### config.mk
export PLATFORM = sky130hd
export DESIGN_NAME = event_timer_bank
export DESIGN_NICKNAME = d
export VERILOG_FILES = /design/src/rtl/core/etb_pkg.sv /design/src/rtl/core/event_timer_bank.sv
export SDC_FILE = /design/constraint.sdc
export NUM_CORES = 1
export LEC_CHECK = 0
export ABC_AREA = 1
export BUFFER_PORTS_ARGS = -buffer_cell sky130_fd_sc_hd__buf_2
export CAP_MARGIN = 40
export CORE_ASPECT_RATIO = 0.9
export CORE_MARGIN = 10
export CORE_UTILIZATION = 40
export CTS_CLUSTER_SIZE = 24
export DETAILED_ROUTE_END_ITERATION = 7
export GPL_TIMING_DRIVEN = 0
export RECOVER_POWER = 100
export SKIP_CTS_REPAIR_TIMING = 1
export SLEW_MARGIN = 0
export SYNTH_ARGS = -nofsm -noshare
export SYNTH_HDL_FRONTEND = slang
export SYNTH_SLANG_ARGS = --single-unit
export TNS_END_PERCENT = 5
### constraint.sdc
create_clock -name clk -period 4 [get_ports clk]
set_input_delay 0.8 -clock clk [delete_from_list [all_inputs] [get_ports clk]]
set_output_delay 0.8 -clock clk [all_outputs]
set_load 0.05 [all_outputs]
### src/rtl/core/etb_pkg.sv
// ----------------------------------------------------------------------------
// etb_pkg: shared types and constants for the event timer bank
// Command and response structs, timer entry layout, opcodes and the
// sequencer state encoding.
// ----------------------------------------------------------------------------
package etb_pkg;

  localparam int NUM_TIMERS = 8;

  localparam int MODE_W  = 3;
  localparam int IDX_W   = 3;
  localparam int CNT_W16 = 16;
  localparam int FLAG_W  = 8;

  // opcodes
  localparam logic [MODE_W-1:0] MODE_TICK    = 3'd0;
  localparam logic [MODE_W-1:0] MODE_START   = 3'd1;
  localparam logic [MODE_W-1:0] MODE_STOP    = 3'd2;
  localparam logic [MODE_W-1:0] MODE_RESTART = 3'd3;
  localparam logic [MODE_W-1:0] MODE_RESET   = 3'd4;
  localparam logic [MODE_W-1:0] MODE_READ    = 3'd5;
  localparam logic [MODE_W-1:0] MODE_CHECK   = 3'd6;

  typedef struct packed {
    logic [MODE_W-1:0]  mode;
    logic [IDX_W-1:0]   timer_index;
    logic [CNT_W16-1:0] period_value;
    logic               is_recurring;
    logic               clear_on_check;
  } cmd_t;

  typedef struct packed {
    logic [IDX_W-1:0]   slot_index;
    logic               slot_found;
    logic [CNT_W16-1:0] count_value;
    logic               has_expired;
    logic [FLAG_W-1:0]  flag_vector;
  } rsp_t;

  typedef struct packed {
    logic [CNT_W16-1:0] count;
    logic [CNT_W16-1:0] period;
  } entry_t;

  typedef enum logic [1:0] {
    ST_IDLE,
    ST_WALK,
    ST_ONE
  } state_t;

endpackage

### src/rtl/core/event_timer_bank.sv
// ----------------------------------------------------------------------------
// event_timer_bank: bank of 16-bit down-counting event timers
// Timer count/period pairs live in one synchronous RAM; flags in flops.
// ----------------------------------------------------------------------------
// Sequencing: tick and start walk the RAM one entry per cycle, from entry 0
//   to the last timer (start ends early at the first free timer); all other
//   commands do one RAM read, then a write-back where they change the entry.
// Handshake: one command at a time; the next start is taken at the edge
//   that ends the done cycle. busy is high while a command is in flight.
//   The receiver cannot stall done.
// Reset: all counts, periods and flags read as zero right after rst.
module event_timer_bank (
  input  logic          clk,
  input  logic          rst,
  input  logic          start,
  input  etb_pkg::cmd_t cmd,
  output logic          busy,
  output logic          done,
  output etb_pkg::rsp_t rsp
);
  import etb_pkg::*;

  localparam int ADDR_W = (NUM_TIMERS > 1) ? $clog2(NUM_TIMERS) : 1;
  localparam int ISS_W  = $clog2(NUM_TIMERS + 1);

  state_t               state, state_next;
  cmd_t                 cmd_q, cmd_next;
  rsp_t                 rsp_q, rsp_next;
  logic                 done_q, done_next;
  logic [ISS_W-1:0]     issue_cnt, issue_next;
  logic [ADDR_W-1:0]    pipe_idx, pipe_next;
  logic [NUM_TIMERS-1:0] flags, flags_next;

  // timer RAM, with per-entry valid so reset reads as zero
  entry_t               mem [NUM_TIMERS];
  logic [NUM_TIMERS-1:0] entry_valid;
  entry_t               rd_data;
  logic                 rd_hit;
  logic                 rd_en;
  logic [ADDR_W-1:0]    rd_addr;
  logic                 wr_en;
  logic [ADDR_W-1:0]    wr_addr;
  entry_t               wr_data;
  entry_t               cur;

  always_ff @(posedge clk) begin
    if (rd_en) begin
      rd_data <= mem[rd_addr];
      rd_hit  <= entry_valid[rd_addr];
    end
    if (wr_en) begin
      mem[wr_addr] <= wr_data;
    end
  end

  always_ff @(posedge clk) begin
    if (rst) begin
      entry_valid <= '0;
    end else if (wr_en) begin
      entry_valid[wr_addr] <= 1'b1;
    end
  end

  always_ff @(posedge clk) begin
    if (rst) begin
      state     <= ST_IDLE;
      done_q    <= 1'b0;
      flags     <= '0;
      issue_cnt <= '0;
      pipe_idx  <= '0;
    end else begin
      state     <= state_next;
      done_q    <= done_next;
      flags     <= flags_next;
      issue_cnt <= issue_next;
      pipe_idx  <= pipe_next;
    end
  end

  always_ff @(posedge clk) begin
    cmd_q <= cmd_next;
    rsp_q <= rsp_next;
  end

  always_comb begin
    logic              idx_ok;
    logic              finish;
    logic              found;
    logic [CNT_W16-1:0] dec;
    logic [CNT_W16-1:0] count_out;
    logic              expired;

    state_next = state;
    cmd_next   = cmd_q;
    rsp_next   = rsp_q;
    done_next  = 1'b0;
    issue_next = issue_cnt;
    pipe_next  = pipe_idx;
    flags_next = flags;
    rd_en      = 1'b0;
    rd_addr    = '0;
    wr_en      = 1'b0;
    wr_addr    = pipe_idx;
    cur        = rd_hit ? rd_data : '0;
    wr_data    = cur;
    finish     = 1'b0;
    found      = 1'b0;
    count_out  = '0;
    expired    = 1'b0;
    dec        = cur.count - 16'd1;
    idx_ok     = int'(cmd_q.timer_index) < NUM_TIMERS;

    case (state)
      ST_IDLE: begin
        if (start) begin
          cmd_next = cmd;
          if (cmd.mode == MODE_TICK || cmd.mode == MODE_START) begin
            rd_en      = 1'b1;
            rd_addr    = '0;
            pipe_next  = '0;
            issue_next = ISS_W'(1);
            state_next = ST_WALK;
          end else begin
            rd_en      = int'(cmd.timer_index) < NUM_TIMERS;
            rd_addr    = cmd.timer_index[ADDR_W-1:0];
            pipe_next  = cmd.timer_index[ADDR_W-1:0];
            state_next = ST_ONE;
          end
        end
      end

      ST_WALK: begin
        // read of the next entry overlaps write-back of the current one
        if (int'(issue_cnt) < NUM_TIMERS) begin
          rd_en      = 1'b1;
          rd_addr    = ADDR_W'(issue_cnt);
          pipe_next  = ADDR_W'(issue_cnt);
          issue_next = issue_cnt + ISS_W'(1);
        end
        finish = (pipe_idx == ADDR_W'(NUM_TIMERS - 1));
        if (cmd_q.mode == MODE_TICK) begin
          if (cur.count != '0) begin
            wr_en = 1'b1;
            if (dec == '0) begin
              wr_data.count        = cur.period;
              flags_next[pipe_idx] = 1'b1;
            end else begin
              wr_data.count = dec;
            end
          end
        end else if (cur.count == '0 && cur.period == '0) begin
          wr_en                = 1'b1;
          wr_data.count        = cmd_q.period_value;
          wr_data.period       = cmd_q.is_recurring ? cmd_q.period_value : '0;
          flags_next[pipe_idx] = 1'b0;
          found                = 1'b1;
          finish               = 1'b1;
        end
      end

      ST_ONE: begin
        finish = 1'b1;
        if (idx_ok) begin
          case (cmd_q.mode)
            MODE_STOP: begin
              wr_en   = 1'b1;
              wr_data = '0;
            end
            MODE_RESTART: begin
              wr_en                = 1'b1;
              wr_data.count        = cmd_q.period_value;
              wr_data.period       = cmd_q.is_recurring ? cmd_q.period_value
                                                        : cur.period;
              flags_next[pipe_idx] = 1'b0;
            end
            MODE_RESET: begin
              wr_en                = 1'b1;
              wr_data.count        = cur.period;
              flags_next[pipe_idx] = 1'b0;
            end
            MODE_READ: begin
              count_out = cur.count;
            end
            MODE_CHECK: begin
              expired = flags[pipe_idx];
              if (cmd_q.clear_on_check) begin
                flags_next[pipe_idx] = 1'b0;
              end
            end
            default: begin
            end
          endcase
        end
      end

      default: begin
        state_next = ST_IDLE;
      end
    endcase

    if (finish) begin
      state_next           = ST_IDLE;
      done_next            = 1'b1;
      rsp_next.slot_index  = found ? IDX_W'(pipe_idx) : '0;
      rsp_next.slot_found  = found;
      rsp_next.count_value = count_out;
      rsp_next.has_expired = expired;
      rsp_next.flag_vector = FLAG_W'(flags_next);
    end
  end

  assign busy = (state != ST_IDLE);
  assign done = done_q;
  assign rsp  = rsp_q;

endmodule

==> results by group, run 1 <==
Detailed routing
  • Drt drc: 0
  • DR pass1 iterations: 5
  • Total number of vias: 13100
  • Iteration-0 DRC Markers: 1484
  • Count of antenna-violating nets left after detailed routing: 0
  • Routed wire per std cell: 23.9 um
  • Via density per instance: 5.67
  • Sum of routed wire length over all layers: 55300 um

Critical path
  • WS Path Type: register to register
  • Launching point of the worst reg2reg path: rd_hit$_DFFE_PP_
  • Critical R2R Capture: mem[7][19]$_DFFE_PP_
  • Critical Path, Cell by Cell: buf_6, nand2_1, ha_1, nand3_2, nor2_4, nand4_1, nand2_1, nand3_1, nor2_1, nand3_1, nand3_1, nand2_1, a21oi_1, clkbuf_2
  • Worst Setup Start Kind: register
  • Largest stage delay on the critical path: 0.53 ns
  • CP max FO: 9
  • Data required time at the worst endpoint: 4.38 ns
  • Slowest library cell on the worst path: sky130_fd_sc_hd__nor2_1
  • Crit path DAT: 4.25 ns
  • Cell depth of the worst flop-to-flop path: 14
  • Worst R2R Setup Slack: 0.13 ns
  • Type of destination of the critical path: register

Timing
  • Final Hold Violating Endpoints: 0
  • Unrepaired setup endpoints after global routing: false
  • Final Setup Violations: 0
  • Relative slew margins: -0.290
  • Final critical path time including I/O delays and setup: 3.87 ns
  • Period utilization: 0.967
  • Final hold slack: 0.389 ns
  • Max Transition Viols Final: 28
  • Maximum clock rate: 259 MHz
  • Final TNS setup: 0 ns
  • Clock skew after layout: 0.0369 ns
  • Slew at the pin with the worst max-slew slack: 1.93 ns

Synth
  • Syn Inst Count: 1619
  • Number of warnings issued by yosys: 0
  • Area share of the largest cell type after synthesis: 0.604
  • Synthesized net count: 1653
  • Number of different library cells in the post-synthesis netlist: 40
  • Combined area of all synthesized cells: 16900 um^2
  • Register bit count reported by yosys: 365
  • Portion of the post-synthesis area used by sequential elements: 0.635
  • Largest cells by area after synthesis: sky130_fd_sc_hd__edfxtp_1 60%, sky130_fd_sc_hd__nor2_1 6.8%, sky130_fd_sc_hd__nand2_1 5.3%
  • Leading area contributor after synthesis: sky130_fd_sc_hd__edfxtp_1
  • Per-instance average area after synthesis: 10.4 um^2

Power
  • Total Power: 11000 uW
  • Worst IR Drop VDD: 0.350 mV
  • Total leakage power: 0.00676 uW
  • Power per cell area: 571 nW/um^2

Finish
  • Share of layout cells above drive strength 1: 0.0899
  • Number of non-filler instances in the completed layout: 2315
  • Antenna fix cells: 0
  • Nets@finish: 1771
  • Growth of design area from synthesis to finish: 14.0%
  • Layout fillers: 3936
  • Area occupied by multi-input gates: 5370 um^2
  • Commonest non-fill, non-tap cell in the layout: sky130_fd_sc_hd__edfxtp_1
  • Sequential Area: 10700 um^2
  • Most used cells in the layout excluding fill and tap cells: 339 x sky130_fd_sc_hd__edfxtp_1, 307 x sky130_fd_sc_hd__nor2_1, 237 x sky130_fd_sc_hd__nand2_1

Clocking
  • CTS Sinks: 365
  • Clock tree root buffer cell: sky130_fd_sc_hd__clkbuf_16
  • CTS H-tree lvls: 2
  • Later-pin clock latency in the skew report: 0.60 ns
  • CTS buffer count: 40
  • Clock slew at reported path FFs: 0.06 ns
  • Max clock buf depth: 3
  • Clock tree from TritonCTS: yes

Outcome
  • Violated checks: max-capacitance violations, max-slew violations
  • Status: finished with violations

Run
  • Max-cap violations: 1

Min path
  • Hold Path Stages: 1
  • Worst min-delay path endpoint: cmd_q[10]$_DFFE_PP_
  • Class of the most critical hold timing path: primary input to register
  • Hold Path Origin: cmd[10]

GRT
  • Via count of the first global-routing pass: 12500
  • Grt ovf: 0
  • GRT Util Overall: 0.210
  • Initial antenna violation count: 1
  • Wire length of the first global-routing pass: 80700 um
  • Maximum number of pins on one net before global-route repair: 29

Die
  • Chip height: 215 um
  • Die Wd: 236 um
  • Num rows: 71
  • Area of the die: 50800 um^2
  • Number of placed I/O pins: 58
  • Starting density of the core: 0.404
  • Floorplan Core Area: 41800 um^2

Place
  • GP Congestion: 1.01
  • I/O Buffers: 57
  • Total half-perimeter wirelength after legalization and detailed placement: 38700 um
  • Placed Cells: 2240
## cell type report
type / instances / area share
multi-input combinational: 1062 / 0.279
timing repair buffer: 76 / 0.0220
inverter: 104 / 0.0203
sequential: 365 / 0.557
tap: 547 / 0.0356
clock inverter: 20 / 0.00958
buffer: 88 / 0.0203
clock buffer: 53 / 0.0557
## sequential cells by signal (all words and copies together) (netlist names)
| register | flops |
|---|---|
| mem | 256 |
| rd_data | 32 |
| rsp | 29 |
| cmd_q | 21 |
| entry_valid | 8 |
| flags | 8 |
| issue_cnt | 4 |
| pipe_idx | 3 |
| state | 2 |
| done | 1 |
| rd_hit | 1 |
## through the flow
stage | cell area [um^2] | setup slack, ns | util
6_report | 19200 | 0.132 | 0.460
5_1_grt | 19200 | 0.0144 | 0.460
4_1_cts | 19400 | 0.219 | 0.464
3_5_place_dp | 18100 | 0.00310 | 0.434
3_3_place_gp | 17800 | -0.470 | 0.427
2_1_floorplan | 16900 | 1.04 | -
## Yosys cell counts, drive strengths merged
master and number:
o21ai 142, nand4 16, ha 7, a221oi 4
clkinv 4, o22ai 4, mux2 31, xnor2 1
nor3b 1, a22oi 5, nor2 316, or2 1
nand2 242, a31oi 25, a211oi 8, o21bai 3
o32ai 63, nor3 11, inv 100, o211ai 14
buf 16, and3 1, nand3 64, dfxtp 26
clkbuf 72, edfxtp 339, a21oi 103
## cells by family after synthesis
family,after synthesis,synth area share
buffers and inverters,192,0.0465
AND/OR/NAND/NOR,652,0.160
AO/OA/AOI/OAI,371,0.133
flip-flops,365,0.635
XOR/XNOR,1,0.000520
multiplexers,31,0.0207
adder cells (fa/ha/maj),7,0.00520
## worst max-delay path by stage
stage | end | from
detailed placement | rd_data[21]$_DFFE_PP_ | cmd[23]
global placement | mem[1][12]$_DFFE_PP_ | rd_hit$_DFFE_PP_
CTS | mem[1][12]$_DFFE_PP_ | rd_hit$_DFFE_PP_
floorplan | rsp[0]$_DFFE_PP_ | rd_hit$_DFFE_PP_
global route | mem[5][10]$_DFFE_PP_ | rd_hit$_DFFE_PP_
finish | mem[7][19]$_DFFE_PP_ | rd_hit$_DFFE_PP_
## critical path: cells and delay by family, from the launching register on
kind,cells,cell delay (ns)
compound gates,1,0.33
flops,1,0.38
buf+inv,2,0.51
simple gates,10,2.09
fa+ha+maj,1,0.33
## routing by layer
layer  part of all wire  track usage  vias to the layer above
met5             0.0014       0.0107                        -
met1               0.44        0.289                     6401
li1                   -            -                     6029
met3              0.082       0.0421                      120
met4              0.035       0.0859                        2
met2               0.45        0.319                      573
## power by group
group          leakage (uW)  switching [uW]  internal [uW]
clock network      0.000608            1570           1980
registers           0.00330             102           4710
logic               0.00285            2020            596
total               0.00676            3690           7280
Power figures use the tool's default switching activity.
==> run 2, diff against run 1 <==
--- a/config.mk
+++ b/config.mk
@@ -5,7 +5,6 @@
 export SDC_FILE = /design/constraint.sdc
 export NUM_CORES = 1
 export LEC_CHECK = 0
-export ABC_AREA = 1
 export BUFFER_PORTS_ARGS = -buffer_cell sky130_fd_sc_hd__buf_2
 export CAP_MARGIN = 40
 export CORE_ASPECT_RATIO = 0.9
@@ -13,7 +12,6 @@
 export CORE_UTILIZATION = 40
 export CTS_CLUSTER_SIZE = 24
 export DETAILED_ROUTE_END_ITERATION = 7
-export GPL_TIMING_DRIVEN = 0
 export RECOVER_POWER = 100
 export SKIP_CTS_REPAIR_TIMING = 1
 export SLEW_MARGIN = 0
==> run 2 against run 1 <==
The run now ends clean. Count of clock-buffer cells in the layout down 4. Sequential power down 6.0%. Critical path depth down 7. Final cell count down 4.7%. Die area down 0.16%. Critical endpoint is now mem[1][16]$_DFFE_PP_. Largest power group unchanged.
==> results by group, run 2 <==
Synth
  • Register bit count reported by yosys: 365 (unchanged)
  • Number of warnings issued by yosys: 0 (unchanged)
  • Portion of the post-synthesis area used by sequential elements: 0.636 (+0.00109)
  • Largest cells by area after synthesis: sky130_fd_sc_hd__edfxtp_1 60%, sky130_fd_sc_hd__nand2_1 8.6%, sky130_fd_sc_hd__nand3_1 5.5%
  • Number of different library cells in the post-synthesis netlist: 74 (+85%)
  • Per-instance average area after synthesis: 10.7 um^2 (+3.2%)
  • Synthesized net count: 1600 (-3.2%)
  • EDFF count, synth: 339 (unchanged)
  • Syn Inst Count: 1566 (-3.3%)
  • Leading area contributor after synthesis: sky130_fd_sc_hd__edfxtp_1
  • Area share of the largest cell type after synthesis: 0.605 (+0.00103)
  • Main synth FF type: sky130_fd_sc_hd__edfxtp_1
  • Most common library cells after synthesis: 387 x sky130_fd_sc_hd__nand2_1, 339 x sky130_fd_sc_hd__edfxtp_1, 186 x sky130_fd_sc_hd__nand3_1
  • Leading cell type by number of instances after synthesis: sky130_fd_sc_hd__nand2_1
  • Combined area of all synthesized cells: 16800 um^2 (-0.17%)
  • Fraction of synthesis flops using an asynchronous set or reset pin: 0 (unchanged)

Finish
  • Most used cells in the layout excluding fill and tap cells: 387 x sky130_fd_sc_hd__nand2_1, 339 x sky130_fd_sc_hd__edfxtp_1, 186 x sky130_fd_sc_hd__nand3_1
  • Register containing the most flip-flops in the final layout: mem
  • Fraction of the core area covered by cells at the end of the flow: 0.462 (+0.00233)
  • Share of layout cells above drive strength 1: 0.101 (+0.0113)
  • Nets@finish: 1664 (-6.0%)
  • Largest register FFs: 256 (unchanged)
  • Layout fillers: 3858 (-2.0%)
  • Commonest non-fill, non-tap cell in the layout: sky130_fd_sc_hd__nand2_1
  • Growth of design area from synthesis to finish: 14.5%
  • Area occupied by multi-input gates: 5710 um^2 (+6.4%)
  • Sequential Area: 10700 um^2 (unchanged)
  • Antenna fix cells: 0 (unchanged)

Clocking
  • Max clock buf depth: 3 (unchanged)
  • CTS buffer count: 39 (-2.5%)
  • Clock tree from TritonCTS: yes
  • Clock slew at reported path FFs: 0.06 ns (about the same)
  • CTS Sinks: 365 (unchanged)
  • Clock tree root buffer cell: sky130_fd_sc_hd__clkbuf_16
  • Later-pin clock latency in the skew report: 0.55 ns (-0.05 ns)
  • CTS H-tree lvls: 2 (unchanged)

Min path
  • Hold Path Origin: cmd[5]
  • Class of the most critical hold timing path: primary input to register

Critical path
  • Cell depth of the worst flop-to-flop path: 7 (-7)
  • Worst R2R Setup Slack: 0.23 ns (+0.10 ns)
  • Data required time at the worst endpoint: 4.22 ns (-0.16 ns)
  • Worst Setup SP: rd_data[19]$_DFFE_PP_
  • Crit path DAT: 3.98 ns (-0.27 ns)
  • WS Path Type: register to register
  • Critical path destination: mem[1][16]$_DFFE_PP_
  • Launching point of the worst reg2reg path: rd_data[19]$_DFFE_PP_
  • Critical R2R Capture: mem[1][16]$_DFFE_PP_
  • Type of destination of the critical path: register
  • Worst Setup Start Kind: register
  • CP max FO: 10 (+1)

Power
  • Total leakage power: 0.00657 uW (-2.9%)
  • Power per cell area: 489 nW/um^2 (-14%)
  • Worst IR Drop VDD: 0.340 mV (-2.8%)

Timing
  • Unrepaired setup endpoints after global routing: false
  • Final critical path time including I/O delays and setup: 3.77 ns (-0.0988 ns)
  • Relative slew margins: 0.145 (+0.434)
  • Maximum clock rate: 265 MHz (+2.6%)
  • Clock skew after layout: 0.0165 ns (-0.0204 ns)
  • Final TNS setup: 0 ns (unchanged)
  • Max Transition Viols Final: 0 (-100%)
  • Final Setup Violations: 0 (unchanged)
  • Period utilization: 0.942 (-0.0247)
  • Slew at the pin with the worst max-slew slack: 1.28 ns (-0.651 ns)
  • Final Hold Violating Endpoints: 0 (unchanged)

Die
  • Floorplan Core Area: 41700 um^2 (-0.21%)
  • Chip height: 215 um (about the same)
  • Starting density of the core: 0.404 (about the same)
  • Die Wd: 236 um (about the same)
  • Area of the die: 50700 um^2 (-0.16%)
  • Num rows: 71 (unchanged)
  • Number of placed I/O pins: 58 (unchanged)

Place
  • Total half-perimeter wirelength after legalization and detailed placement: 31700 um (-18%)
  • GP Congestion: 0.914 (-9.7%)
  • I/O Buffers: 57 (unchanged)

Detailed routing
  • Via density per instance: 5.77 (+1.8%)
  • Count of antenna-violating nets left after detailed routing: 0 (unchanged)
  • Iteration-0 DRC Markers: 1600 (+7.8%)
  • DR pass1 iterations: 5 (unchanged)
  • Routed wire per std cell: 22.2 um (-7.1%)
  • Drt drc: 0 (unchanged)
  • Sum of routed wire length over all layers: 49000 um (-11%)
  • Total number of vias: 12700 (-3.0%)

Outcome
  • Status: finished, final reports clean

GRT
  • Via count of the first global-routing pass: 11700 (-6.4%)
  • GRT Util Overall: 0.187 (-0.0234)
  • Grt ovf: 0 (unchanged)
  • Maximum number of pins on one net before global-route repair: 95 (+230%)
  • Initial antenna violation count: 0 (-1)
  • Wire length of the first global-routing pass: 73900 um (-8.4%)

Run
  • Max-cap violations: 0 (-1)
run 2: routing by layer:
layer | track usage | share of wire
met4 | 0.0486 | 0.021
met1 | 0.279 | 0.46
met5 | 0 | 0
met3 | 0.0347 | 0.075
met2 | 0.271 | 0.44
run 2: worst min-delay path by stage:
stage                                        to  depth (start not counted)  slack [ns]
floorplan           entry_valid[0]$_SDFFE_PP0P_                          1        0.43
global placement    entry_valid[3]$_SDFFE_PP0P_                          1        0.45
detailed placement  entry_valid[4]$_SDFFE_PP0P_                          1        0.45
CTS                          cmd_q[5]$_DFFE_PP_                          1        0.40
global route                 cmd_q[1]$_DFFE_PP_                          1        0.40
finish                       cmd_q[5]$_DFFE_PP_                          1        0.42
run 2: power breakdown:
part | internal [uW] | leakage, uW | switching, uW
Combinational | 387 | 0.00259 | 961
Sequential | 4390 | 0.00337 | 129
Clock | 2120 | 0.000606 | 1430
Total | 6900 | 0.00657 | 2520
run 2: kinds of logic after synthesis:
family	after synthesis	synth area share
simple gates	771	0.209
flops	365	0.636
compound gates	286	0.115
buf+inv	129	0.0303
fa+ha+maj	7	0.00520
xor+xnor	5	0.00260
mux	3	0.00193
run 2: worst max-delay path, stage by stage (launching register included):
cell	delay (ns)
sky130_fd_sc_hd__edfxtp_1	0.47
sky130_fd_sc_hd__or4_1	0.70
sky130_fd_sc_hd__nor4_1	0.36
sky130_fd_sc_hd__mux2_2	0.41
sky130_fd_sc_hd__nor4_4	0.33
sky130_fd_sc_hd__buf_4	0.25
sky130_fd_sc_hd__a2111oi_0	0.11
sky130_fd_sc_hd__a211oi_1	0.81
run 2: final cells by class:
class	instances	area share
Clock buffer	49	0.0548
Clock inverter	21	0.0102
Inverter	15	0.00292
Multi-Input combinational cell	1072	0.296
Sequential cell	365	0.555
Tap cell	547	0.0355
Timing Repair Buffer	137	0.0446
run 2: through the flow:
step / hold WS, ns / total power [uW] / instance area (um^2) / std cells / setup slack [ns]
after floorplan: 0.432 / 5400 / 16800 / 1566 / 0.0504
after global placement: 0.448 / 5930 / 18200 / 2134 / 0.345
after detailed placement: 0.447 / 5950 / 18200 / 2136 / 0.272
after CTS: 0.395 / 9510 / 19500 / 2206 / 0.247
after global routing: 0.402 / 9790 / 19300 / 2206 / 0.0308
final: 0.424 / 9420 / 19300 / 2206 / 0.231
